**config.mk**
```make
export PLATFORM = sky130hd
export DESIGN_NAME = rgb_to_hsv_converter_flat
export DESIGN_NICKNAME = d
export VERILOG_FILES = /design/src/rgbhsv_pkg.sv /design/src/rgbhsv_if.sv /design/src/rgb_to_hsv_converter.sv /design/src/rgbhsv_div_pipe.sv /design/src/flat_wrapper.sv
export SDC_FILE = /design/constraint.sdc
export NUM_CORES = 1
export LEC_CHECK = 0
export BUFFER_PORTS_ARGS = -buffer_cell sky130_fd_sc_hd__buf_2
export CAP_MARGIN = 20
export CORE_UTILIZATION = 55
export CTS_BUF_LIST = sky130_fd_sc_hd__clkbuf_8 sky130_fd_sc_hd__clkbuf_16
export DETAILED_ROUTE_END_ITERATION = 12
export PLACE_DENSITY = 0.76
export SLEW_MARGIN = 20
export SYNTH_ARGS = -nofsm -noshare
export SYNTH_HDL_FRONTEND = slang
export SYNTH_HIERARCHICAL = 1
export SYNTH_SLANG_ARGS = --single-unit
```
**constraint.sdc**
```tcl
create_clock -name clk -period 19.5 [get_ports clk]
set_clock_uncertainty 0.1 [all_clocks]
set_input_delay 3.9 -clock clk [delete_from_list [all_inputs] [get_ports clk]]
set_output_delay 3.9 -clock clk [all_outputs]
set_load 0.01 [all_outputs]
```
**src/rgbhsv_pkg.sv**
```systemverilog
// ----------------------------------------------------------------------------
// rgbhsv_pkg
// Shared types, constants and width helpers for the rgb to hsv converter.
// ----------------------------------------------------------------------------
package rgbhsv_pkg;

	// degrees in one hue sector and in the full circle
	localparam int HUE_SIXTY  = 60;
	localparam int HUE_CIRCLE = 360;

	// at most this many long-division steps in each divider stage
	localparam int DIV_STEPS = 6;

	// which channel holds the maximum
	typedef enum logic [1:0] {
		SECTOR_RED,
		SECTOR_GREEN,
		SECTOR_BLUE
	} hue_sector_t;

	// bits needed for a hue in 0 .. 360 * 2^hf - 1
	function automatic int hue_width(input int hf);
		return $clog2(HUE_CIRCLE * (2 ** hf));
	endfunction

endpackage

```
**src/rgbhsv_if.sv**
```systemverilog
// ----------------------------------------------------------------------------
// rgbhsv_if
// Valid/ready stream interfaces for rgb pixel words and hsv result words.
// ----------------------------------------------------------------------------

// rgb pixel word
interface rgbhsv_in_if #(
	parameter int CHANNEL_BITS = 8
) ();
	logic                    valid;
	logic                    ready;
	logic [CHANNEL_BITS-1:0] red_in;
	logic [CHANNEL_BITS-1:0] green_in;
	logic [CHANNEL_BITS-1:0] blue_in;

	modport source (output valid, red_in, green_in, blue_in, input ready);
	modport sink   (input valid, red_in, green_in, blue_in, output ready);
endinterface

// hsv result word
interface rgbhsv_out_if import rgbhsv_pkg::*; #(
	parameter int CHANNEL_BITS      = 8,
	parameter int HUE_FRACTION_BITS = 6,
	parameter int SATURATION_BITS   = 16
) ();
	localparam int HUE_W = hue_width(HUE_FRACTION_BITS);

	logic                       valid;
	logic                       ready;
	logic [HUE_W-1:0]           hue_out;
	logic                       hue_defined;
	logic [SATURATION_BITS-1:0] saturation_out;
	logic [CHANNEL_BITS-1:0]    value_out;

	modport source (output valid, hue_out, hue_defined, saturation_out, value_out,
		input ready);
	modport sink   (input valid, hue_out, hue_defined, saturation_out, value_out,
		output ready);
endinterface

```
**src/rgb_to_hsv_converter.sv**
```systemverilog
// ----------------------------------------------------------------------------
// rgb_to_hsv_converter
// Streams rgb pixels into hue, saturation and value through a deep pipeline
// with two pipelined dividers running side by side.
// ----------------------------------------------------------------------------
//
//  port   dir   word                                         handshake
//  -----  ----  -------------------------------------------  -----------
//  pix    in    red_in, green_in, blue_in                    valid/ready
//  hsv    out   hue_out, hue_defined, saturation_out,        valid/ready
//               value_out
//
// one pixel per clock sustained while the hsv side is ready; the number of divider
// stages is set by the wider divider dividend at DIV_STEPS bits a stage.
// reset clears only the stage valid bits; data registers are not reset.
// every stage holds while its successor is full and stalled, and an empty
// stage always loads, so bubbles close up and a stall drops nothing.
//
module rgb_to_hsv_converter import rgbhsv_pkg::*; #(
	parameter int CHANNEL_BITS      = 8,
	parameter int HUE_FRACTION_BITS = 6,
	parameter int SATURATION_BITS   = 16
) (
	input  logic        clk,
	input  logic        arst_n,
	rgbhsv_in_if.sink   pix,
	rgbhsv_out_if.source hsv
);

	localparam int CB         = CHANNEL_BITS;
	localparam int SB         = SATURATION_BITS;
	localparam int HUE_W      = hue_width(HUE_FRACTION_BITS);
	localparam int HUE_UNIT   = HUE_SIXTY * (2 ** HUE_FRACTION_BITS);
	localparam int HUE_FULL   = HUE_CIRCLE * (2 ** HUE_FRACTION_BITS);
	localparam int QH_W       = $clog2(HUE_UNIT + 1);
	localparam int SN_W       = CB + SB;
	localparam int HN_W       = CB + QH_W;
	localparam int DIV_NUM_W  = (SN_W > HN_W) ? SN_W : HN_W;
	localparam int DIV_STAGES = (DIV_NUM_W + DIV_STEPS - 1) / DIV_STEPS;
	localparam int NSTG       = DIV_STAGES + 3;
	localparam int LAST_DIV   = DIV_STAGES + 1;

	// stage valid bits and load enables
	logic [NSTG-1:0] vld_q;
	logic [NSTG-1:0] adv;

	// stage 1: max, min, sector and signed difference
	logic [CB-1:0] mx_s1, delta_s1, absd_s1;
	logic          neg_s1;
	hue_sector_t   sector_s1;

	// stage 2: dividends
	logic [SN_W-1:0] sat_num_s2;
	logic [HN_W-1:0] hue_num_s2;
	logic [CB-1:0]   mx_s2, delta_s2;
	logic            neg_s2, def_s2;
	hue_sector_t     sector_s2;

	// sideband through the divider stages
	logic [CB-1:0] mx_sd     [DIV_STAGES];
	logic          neg_sd    [DIV_STAGES];
	logic          def_sd    [DIV_STAGES];
	hue_sector_t   sector_sd [DIV_STAGES];

	// divider results
	logic [SN_W-1:0] sat_quo;
	logic [CB-1:0]   sat_rem;
	logic [HN_W-1:0] hue_quo;
	logic [CB-1:0]   hue_rem;

	// final stage
	logic [HUE_W-1:0] hue_sf;
	logic             def_sf;
	logic [SB-1:0]    sat_sf;
	logic [CB-1:0]    val_sf;

	// ready chain, back to front
	always_comb begin
		adv[NSTG-1] = !vld_q[NSTG-1] || hsv.ready;
		for (int k = NSTG - 2; k >= 0; k--) begin
			adv[k] = !vld_q[k] || adv[k+1];
		end
	end

	assign pix.ready = adv[0];

	// valid bits
	always_ff @(posedge clk or negedge arst_n) begin
		if (!arst_n) begin
			vld_q <= '0;
		end else begin
			if (adv[0]) begin
				vld_q[0] <= pix.valid;
			end
			for (int k = 1; k < NSTG; k++) begin
				if (adv[k]) begin
					vld_q[k] <= vld_q[k-1];
				end
			end
		end
	end

	// stage 1 logic: pick the largest channel, red then green then blue
	logic [CB-1:0] r_c, g_c, b_c, mx_c, mn_c, da_c, db_c;
	hue_sector_t   sector_c;

	always_comb begin
		r_c = pix.red_in;
		g_c = pix.green_in;
		b_c = pix.blue_in;
		if (r_c >= g_c && r_c >= b_c) begin
			sector_c = SECTOR_RED;
			mx_c     = r_c;
			da_c     = g_c;
			db_c     = b_c;
		end else if (g_c >= b_c) begin
			sector_c = SECTOR_GREEN;
			mx_c     = g_c;
			da_c     = b_c;
			db_c     = r_c;
		end else begin
			sector_c = SECTOR_BLUE;
			mx_c     = b_c;
			da_c     = r_c;
			db_c     = g_c;
		end
		mn_c = (r_c < g_c) ? r_c : g_c;
		mn_c = (mn_c < b_c) ? mn_c : b_c;
	end

	always_ff @(posedge clk) begin
		if (adv[0]) begin
			mx_s1     <= mx_c;
			delta_s1  <= mx_c - mn_c;
			sector_s1 <= sector_c;
			neg_s1    <= da_c < db_c;
			absd_s1   <= (da_c < db_c) ? (db_c - da_c) : (da_c - db_c);
		end
	end

	// stage 2: delta * full scale and |diff| * units per sector
	always_ff @(posedge clk) begin
		if (adv[1]) begin
			sat_num_s2 <= (SN_W'(delta_s1) << SB) - SN_W'(delta_s1);
			hue_num_s2 <= HN_W'(absd_s1) * HN_W'(HUE_UNIT);
			mx_s2      <= mx_s1;
			delta_s2   <= delta_s1;
			neg_s2     <= neg_s1;
			def_s2     <= delta_s1 != '0;
			sector_s2  <= sector_s1;
		end
	end

	// dividers
	rgbhsv_div_pipe #(
		.NUM_W  (SN_W),
		.DEN_W  (CB),
		.STAGES (DIV_STAGES)
	) u_sat_div (
		.clk (clk),
		.en  (adv[LAST_DIV:2]),
		.num (sat_num_s2),
		.den (mx_s2),
		.quo (sat_quo),
		.rem (sat_rem)
	);

	rgbhsv_div_pipe #(
		.NUM_W  (HN_W),
		.DEN_W  (CB),
		.STAGES (DIV_STAGES)
	) u_hue_div (
		.clk (clk),
		.en  (adv[LAST_DIV:2]),
		.num (hue_num_s2),
		.den (delta_s2),
		.quo (hue_quo),
		.rem (hue_rem)
	);

	// sideband alongside the dividers
	always_ff @(posedge clk) begin
		if (adv[2]) begin
			mx_sd[0]     <= mx_s2;
			neg_sd[0]    <= neg_s2;
			def_sd[0]    <= def_s2;
			sector_sd[0] <= sector_s2;
		end
		for (int k = 1; k < DIV_STAGES; k++) begin
			if (adv[k+2]) begin
				mx_sd[k]     <= mx_sd[k-1];
				neg_sd[k]    <= neg_sd[k-1];
				def_sd[k]    <= def_sd[k-1];
				sector_sd[k] <= sector_sd[k-1];
			end
		end
	end

	// final hue: sector base plus or minus the fraction, floored as a whole, wrapped
	logic [HUE_W-1:0] base_c, q_c, t_c, hue_c;
	logic             sat_unused_c;

	always_comb begin
		case (sector_sd[DIV_STAGES-1])
			SECTOR_RED:   base_c = '0;
			SECTOR_GREEN: base_c = HUE_W'(2 * HUE_UNIT);
			SECTOR_BLUE:  base_c = HUE_W'(4 * HUE_UNIT);
			default:      base_c = '0;
		endcase
		q_c = HUE_W'(hue_quo[QH_W-1:0]);
		t_c = q_c + HUE_W'(hue_rem != '0);
		if (!def_sd[DIV_STAGES-1]) begin
			hue_c = '0;
		end else if (!neg_sd[DIV_STAGES-1]) begin
			hue_c = base_c + q_c;
		end else if (sector_sd[DIV_STAGES-1] == SECTOR_RED) begin
			hue_c = HUE_W'(HUE_FULL) - t_c;
		end else begin
			hue_c = base_c - t_c;
		end
		// saturation remainder only matters for rounding, which is floor
		sat_unused_c = ^sat_rem;
	end

	always_ff @(posedge clk) begin
		if (adv[NSTG-1]) begin
			hue_sf <= hue_c;
			def_sf <= def_sd[DIV_STAGES-1];
			sat_sf <= (mx_sd[DIV_STAGES-1] == '0) ? '0 :
				(sat_quo[SB-1:0] | {SB{1'b0 & sat_unused_c}});
			val_sf <= mx_sd[DIV_STAGES-1];
		end
	end

	// result word
	assign hsv.valid          = vld_q[NSTG-1];
	assign hsv.hue_out        = hue_sf;
	assign hsv.hue_defined    = def_sf;
	assign hsv.saturation_out = sat_sf;
	assign hsv.value_out      = val_sf;

endmodule

```
**src/rgbhsv_div_pipe.sv**
```systemverilog
// ----------------------------------------------------------------------------
// rgbhsv_div_pipe
// Pipelined restoring divider: a fixed number of quotient bits per stage,
// each stage register loads when its enable is high.
// ----------------------------------------------------------------------------
module rgbhsv_div_pipe import rgbhsv_pkg::*; #(
	parameter int NUM_W  = 24,
	parameter int DEN_W  = 8,
	parameter int STAGES = 4
) (
	input  logic              clk,
	input  logic [STAGES-1:0] en,
	input  logic [NUM_W-1:0]  num,
	input  logic [DEN_W-1:0]  den,
	output logic [NUM_W-1:0]  quo,
	output logic [DEN_W-1:0]  rem
);

	localparam int STEPS = (NUM_W + STAGES - 1) / STAGES;
	localparam int PAD_W = STEPS * STAGES;

	// per stage: partial remainder, dividend bits shifting out / quotient in
	logic [DEN_W-1:0] rem_sd [STAGES];
	logic [PAD_W-1:0] nq_sd  [STAGES];
	logic [DEN_W-1:0] den_sd [STAGES];

	genvar k;
	generate
		for (k = 0; k < STAGES; k++) begin : g_stage
			logic [DEN_W-1:0] rem_i;
			logic [PAD_W-1:0] nq_i;
			logic [DEN_W-1:0] den_i;
			logic [DEN_W-1:0] rem_o;
			logic [PAD_W-1:0] nq_o;

			// stage input select
			if (k == 0) begin : g_first
				assign rem_i = '0;
				assign nq_i  = PAD_W'(num);
				assign den_i = den;
			end else begin : g_next
				assign rem_i = rem_sd[k-1];
				assign nq_i  = nq_sd[k-1];
				assign den_i = den_sd[k-1];
			end

			// shift-subtract steps of this stage
			always_comb begin
				logic [DEN_W:0]   trial;
				logic [DEN_W-1:0] r;
				logic [PAD_W-1:0] x;
				r = rem_i;
				x = nq_i;
				for (int i = 0; i < STEPS; i++) begin
					trial = {r, x[PAD_W-1]};
					x = x << 1;
					if (trial >= {1'b0, den_i}) begin
						trial = trial - {1'b0, den_i};
						x[0] = 1'b1;
					end
					r = trial[DEN_W-1:0];
				end
				rem_o = r;
				nq_o  = x;
			end

			// stage register
			always_ff @(posedge clk) begin
				if (en[k]) begin
					rem_sd[k] <= rem_o;
					nq_sd[k]  <= nq_o;
					den_sd[k] <= den_i;
				end
			end
		end
	endgenerate

	assign quo = nq_sd[STAGES-1][NUM_W-1:0];
	assign rem = rem_sd[STAGES-1];

endmodule

```
**src/flat_wrapper.sv**
```systemverilog
// flat-port wrapper written by rule: the top's interface ports become plain ports
module rgb_to_hsv_converter_flat import rgbhsv_pkg::*;
#(
	parameter int CHANNEL_BITS      = 8,
	parameter int HUE_FRACTION_BITS = 6,
	parameter int SATURATION_BITS   = 16
)
  (clk, arst_n, pix_valid, pix_red_in, pix_green_in, pix_blue_in, pix_ready, hsv_valid, hsv_hue_out, hsv_hue_defined, hsv_saturation_out, hsv_value_out, hsv_ready);
  rgbhsv_in_if #(.CHANNEL_BITS(CHANNEL_BITS)) pix_i ();
  rgbhsv_out_if #(.CHANNEL_BITS(CHANNEL_BITS), .HUE_FRACTION_BITS(HUE_FRACTION_BITS), .SATURATION_BITS(SATURATION_BITS)) hsv_i ();
  input  logic clk;
  input  logic arst_n;
  input wire logic [$bits(pix_i.valid)-1:0] pix_valid;
  input wire logic [$bits(pix_i.red_in)-1:0] pix_red_in;
  input wire logic [$bits(pix_i.green_in)-1:0] pix_green_in;
  input wire logic [$bits(pix_i.blue_in)-1:0] pix_blue_in;
  output wire logic [$bits(pix_i.ready)-1:0] pix_ready;
  output wire logic [$bits(hsv_i.valid)-1:0] hsv_valid;
  output wire logic [$bits(hsv_i.hue_out)-1:0] hsv_hue_out;
  output wire logic [$bits(hsv_i.hue_defined)-1:0] hsv_hue_defined;
  output wire logic [$bits(hsv_i.saturation_out)-1:0] hsv_saturation_out;
  output wire logic [$bits(hsv_i.value_out)-1:0] hsv_value_out;
  input wire logic [$bits(hsv_i.ready)-1:0] hsv_ready;
  assign pix_i.valid = pix_valid;
  assign pix_i.red_in = pix_red_in;
  assign pix_i.green_in = pix_green_in;
  assign pix_i.blue_in = pix_blue_in;
  assign pix_ready = pix_i.ready;
  assign hsv_valid = hsv_i.valid;
  assign hsv_hue_out = hsv_i.hue_out;
  assign hsv_hue_defined = hsv_i.hue_defined;
  assign hsv_saturation_out = hsv_i.saturation_out;
  assign hsv_value_out = hsv_i.value_out;
  assign hsv_i.ready = hsv_ready;
  rgb_to_hsv_converter #(.CHANNEL_BITS(CHANNEL_BITS), .HUE_FRACTION_BITS(HUE_FRACTION_BITS), .SATURATION_BITS(SATURATION_BITS)) u_core (.clk(clk), .arst_n(arst_n), .pix(pix_i), .hsv(hsv_i));
endmodule
```
Yosys cells after proc, flatten, opt, wreduce, memory -nomap -nowiden
Memories as Yosys holds them, arrays and structs flattened. A register that Yosys moved wholly into a read port is not among the register bits.
Cells that the tools add are included.
Widths: inputs -> output; s select.
{ "word_totals": {"out_inout_bits": 42, "mem_bits_rw": 352, "register_bits": 114, "word_cells": 265, "mem_count": 10, "inputBits": 28} }
{ "op_classes": {"n_lt_le_gt_ge": 50, "n_addsub": 52, "n_eq_ne": 2, "reduce_logical": 19, "multipliers": 1, "muxes": 109} }
{ "memory_table": {"columns": ["memory", "depth", "width", "read_ports", "rd_clocked_by_memory_dff", "wr", "line", "rtl"], "rows": [
  ["u_core.u_sat_div.nq_sd", 4, 24, 4, 1, 4, "rgbhsv_div_pipe.sv:24", "logic [PAD_W-1:0] nq_sd [STAGES];"],
  ["u_core.u_hue_div.nq_sd", 4, 20, 4, 0, 4, "rgbhsv_div_pipe.sv:24", null],
  ["u_core.mx_sd", 4, 8, 4, 0, 4, "rgb_to_hsv_converter.sv:60", "logic [CB-1:0] mx_sd [DIV_STAGES];"],
  ["u_core.u_hue_div.den_sd", 4, 8, 3, 0, 4, "rgbhsv_div_pipe.sv:25", "logic [DEN_W-1:0] den_sd [STAGES];"],
  ["u_core.u_hue_div.rem_sd", 4, 8, 4, 0, 4, "rgbhsv_div_pipe.sv:23", "logic [DEN_W-1:0] rem_sd [STAGES];"],
  ["u_core.u_sat_div.den_sd", 4, 8, 3, 0, 4, "rgbhsv_div_pipe.sv:25", null],
  ["+4 memories", null, null, null, null, null, null, null]
]} }
{ "op_table": {"columns": ["operator", "count"], "rows": [
  ["$mux 8", 53],
  ["$ge 9x8->1", 42],
  ["$sub 8x8->8", 45],
  ["$mux 1", 52],
  ["$mux 15", 2],
  ["$pmux 14 s2", 1],
  ["$ge 8x8->1", 3],
  ["$lt 8x8->1", 3],
  ["$sub 24x8->24", 1],
  ["$ge 1x8->1", 2],
  ["$reduce_bool 8->1", 2],
  ["$sub 1x8->8", 2],
  ["$add 14x12->15", 1],
  ["$sub 14x15->15", 1],
  ["$sub 15x15->15 const A", 1],
  ["$add 12x1->13", 1],
  ["$mul 8x4->12 const B", 1],
  ["$logic_not 8->1", 1],
  ["$logic_not 1->1", 7],
  ["$logic_or 1x1->1", 7],
  ["$eq 2x1->1 const B", 1],
  ["$eq 2x2->1 const B", 1],
  ["$logic_not 2->1", 1],
  ["$mux 2", 1],
  ["$logic_and 1x1->1", 1]
]} }

Longest topological paths before layout
An unclocked memory read counts as a cell.
{ "depth": {"ltp_word": 13, "mapped_depth": 66, "ltp_nobuf": 64} }

Modules after synthesis
Netlist, hierarchy kept.
{ "modules_own_cells": {"columns": ["module", "area_per_inst_um2", "cells_per_inst", "n_inst", "seq_area_each_um2"], "rows": [
  ["rgbhsv_div_pipe at u_core.u_sat_div", 14815.5, 1545, 1, 4564.4],
  ["rgbhsv_div_pipe at u_core.u_hue_div", 12406.9, 1260, 1, 4083.9],
  ["rgb_to_hsv_converter", 9925.8, 832, 1, 5220.0]
]} }

Worst setup path after synthesis
OpenSTA, ideal clock, no wires.
{ "synth_path": {"path_type": "register -> register", "start": "memory u_core.u_sat_div.den_sd[0][1]", "end": "memory u_core.u_sat_div.rem_sd[1][0] (data pin)", "path_slack_ps": 6240, "setup_ps": 258, "t_required_ps": 19142, "path_stages_with_launch": 65, "arrival_ps": 12902, "n_path_buf": 2, "synth_period_minus_slack_ps": 13260, "path_cell_list": "edfxtp_1 -> inv_1 -> ha_1 -> o21ai_1 -> a2111oi_4 -> nor2_2 -> a21oi_1 -> inv_1 -> ha_1 -> nor2b_4 -> o31a_1 -> o31ai_2 -> a31oi_1 -> a211o_1 -> nor2_4 -> nor2_1 -> a21oi_1 -> inv_1 -> [29 not listed] -> mux2i_2 -> inv_2 -> buf_4 -> and2_1 -> a21oi_1 -> ha_1 -> nor2b_1 -> o21ai_0 -> a21boi_0 -> o21ai_0 -> a21oi_1 -> o21ai_0 -> o211ai_1 -> a211oi_1 -> inv_1 -> mux2i_2 -> inv_2 -> mux2i_1"} }
{ "synth_rtl": {"columns": ["item", "line"], "rows": [
  ["from (decl)", "rgbhsv_div_pipe.sv:25"],
  ["to (decl)", "rgbhsv_div_pipe.sv:23"]
]} }

==> impl_metrics.py <==
metrics = {
    "status": {
        "outcome": "finished, final reports clean",
    },
    "logic_synthesis": {
        "synth_area_per_cell_sq_um": 9.862,
        "synth_area_sq_mm": 0.03493,
        "syn_inst": 3542,
        "yosysWarningCount": 6,
    },
    "timing": {
        "rsz0062_at_grt": "false",
        "hold_viol": 0,
        "fmax_mhz": 65.72,
        "slew_violations": 0,
        "setup_viol": 0,
        "tightest_slew_ns": 1.050,
        "finalCritPeriodShare_pct": 78.03,
        "slew_headroom_pct": 29.50,
        "min_period_ns": 15.22,
        "setup_tns_ns": 0,
    },
    "finish": {
        "layout_commonest_cell": "ha_1",
        "area_growth_pct": 7.698,
        "final_cell_mix": "ha_1 (428), edfxtp_1 (389), inv_1 (313)",
        "diodes": 0,
        "drive_gt1_share_pct": 9.956,
        "nets": 4127,
    },
    "setup_path": {
        "path_max_fanout": 22,
        "cp_data_arrival_time_ns": 15.52,
        "critical_path.max_stage_delay_ns": 0.69,
        "cp-end-kind": "flop",
        "crit_required_ns": 19.81,
        "crit_path_start_kind": "flop",
        "worstSetupPathType": "reg -> reg",
        "r2r-start": "u_core/u_sat_div/den_sd[0][1]",
        "slowest_stage": "a211oi_1",
        "crit_path_start": "u_core/u_sat_div/den_sd[0][1]",
    },
    "floorplanning": {
        "dieArea_sq_mm": 0.06452,
        "die_w_microns": 254.0,
        "core_sq_mm": 0.06297,
        "io_pins": 70,
        "die_h_microns": 254.0,
        "initial_core_util_pct": 55.47,
        "row_count": 92,
    },
    "placed_design": {
        "io_buffers": 69,
        "gp_congestion": 0.9413,
        "place_hpwl_microns": 58730,
    },
    "cts": {
        "clock_latency_ns": 0.57,
        "cts_tree": "yes",
        "ctsResizeCount": 0,
        "numCtsBuffers": 44,
        "clk_pin_slew_ns": 0.06,
        "postCtsHoldBufs": 0,
        "cts-root-buf": "clkbuf_16",
        "postCtsSetupBuffers": 0,
        "numClockSinks": 396,
        "clockBufferDepth": 3,
        "ctsHtreeMaxLevel": 2,
    },
    "grt": {
        "antenna_found_initial": 0,
        "grt_pass1_wl_microns": 124700,
        "grt_max_degree": 79,
        "grt_pass1_vias": 25030,
        "track_usage_pct": 23.77,
        "grt_overflow_total": 0,
    },
    "routing": {
        "wl_per_cell_microns": 17.21,
        "drt-total-wl_microns": 77300,
        "dr.first_iter.drc_count": 1957,
        "drc": 0,
        "vias": 26450,
        "antenna_left": 0,
        "vias_per_cell": 5.888,
        "first_pass_iters": 7,
    },
    "worst_hold_path": {
        "min-delay-start": "u_core/mx_sd[2][6]",
        "hp-class": "reg -> reg",
    },
    "job": {
        "maxCapViolCount": 0,
    },
}
-- stage by stage --
stage	hold WS (ns)	util, %	setup WS (ns)	instances	area, sq um
2_1_floorplan	0.3003	-	6.240	3549	34960
3_3_place_gp	0.3004	57.45	4.787	4413	36170
3_5_place_dp	0.3045	57.45	4.513	4413	36170
4_1_cts	0.3164	59.73	4.426	4492	37610
5_1_grt	0.3225	59.74	2.923	4492	37620
6_report	0.3129	59.74	4.284	4492	37620
-- state kept, by name, indices dropped and copies added, names as in the netlist, 12 cells and up --
register and flops:
u_core/hsv.saturation_out 16, u_core/u_sat_div/nq_sd 66, u_core/u_hue_div/rem_sd 32, u_core/hue_num_s2 12, u_core/u_sat_div/rem_sd 24, u_core/u_sat_div/den_sd 24, u_core/mx_sd 32, u_core/u_hue_div/nq_sd 51
u_core/u_hue_div/den_sd 24, u_core/sat_num_s2 23, u_core/hsv.hue_out 15
-- worst max-delay path: cells and delay by family (launching register included) --
family	cells	cell delay, ns
flip-flops	1	0.59
multiplexers	5	1.90
adder cells (fa/ha/maj)	6	1.69
AO/OA/AOI/OAI	32	7.66
buffers and inverters	8	1.14
AND/OR/NAND/NOR	11	1.91
-- worst paths after layout --
check	to	slack (ns)	cells past startpoint
max	u_core/u_sat_div/rem_sd[1][1]	4.28	62
min	u_core/mx_sd[3][6]	0.31	0
max reg2reg	u_core/u_sat_div/rem_sd[1][1]	4.28	62
min reg2reg	u_core/mx_sd[3][6]	0.31	0
max in group asynchronous	u_core/vld_q[1]	16.09	1
min in group asynchronous	u_core/vld_q[6]	3.05	1
-- layout make-up --
| class | count | area (sq um) |
|---|---|---|
| multi-input combinational | 2773 | 21640 |
| clock buffer | 45 | 1126 |
| timing repair buffer | 80 | 427.9 |
| sequential | 396 | 11860 |
| tap | 846 | 1059 |
| clock inverter | 34 | 310.3 |
| inverter | 318 | 1199 |
| fill | 5222 | 25350 |
-- layer usage --
layer	track usage, %	vias to the layer above	wire length, microns
met5	0	-	0
met1	32.58	12530	35990
met4	7.194	0	1954
met3	2.264	119	3600
met2	39.68	636	35760
li1	-	13170	-
Power is left out: the tool's default activity adds up to more than one toggle a clock period on the data nets, which glitch-free logic cannot reach.
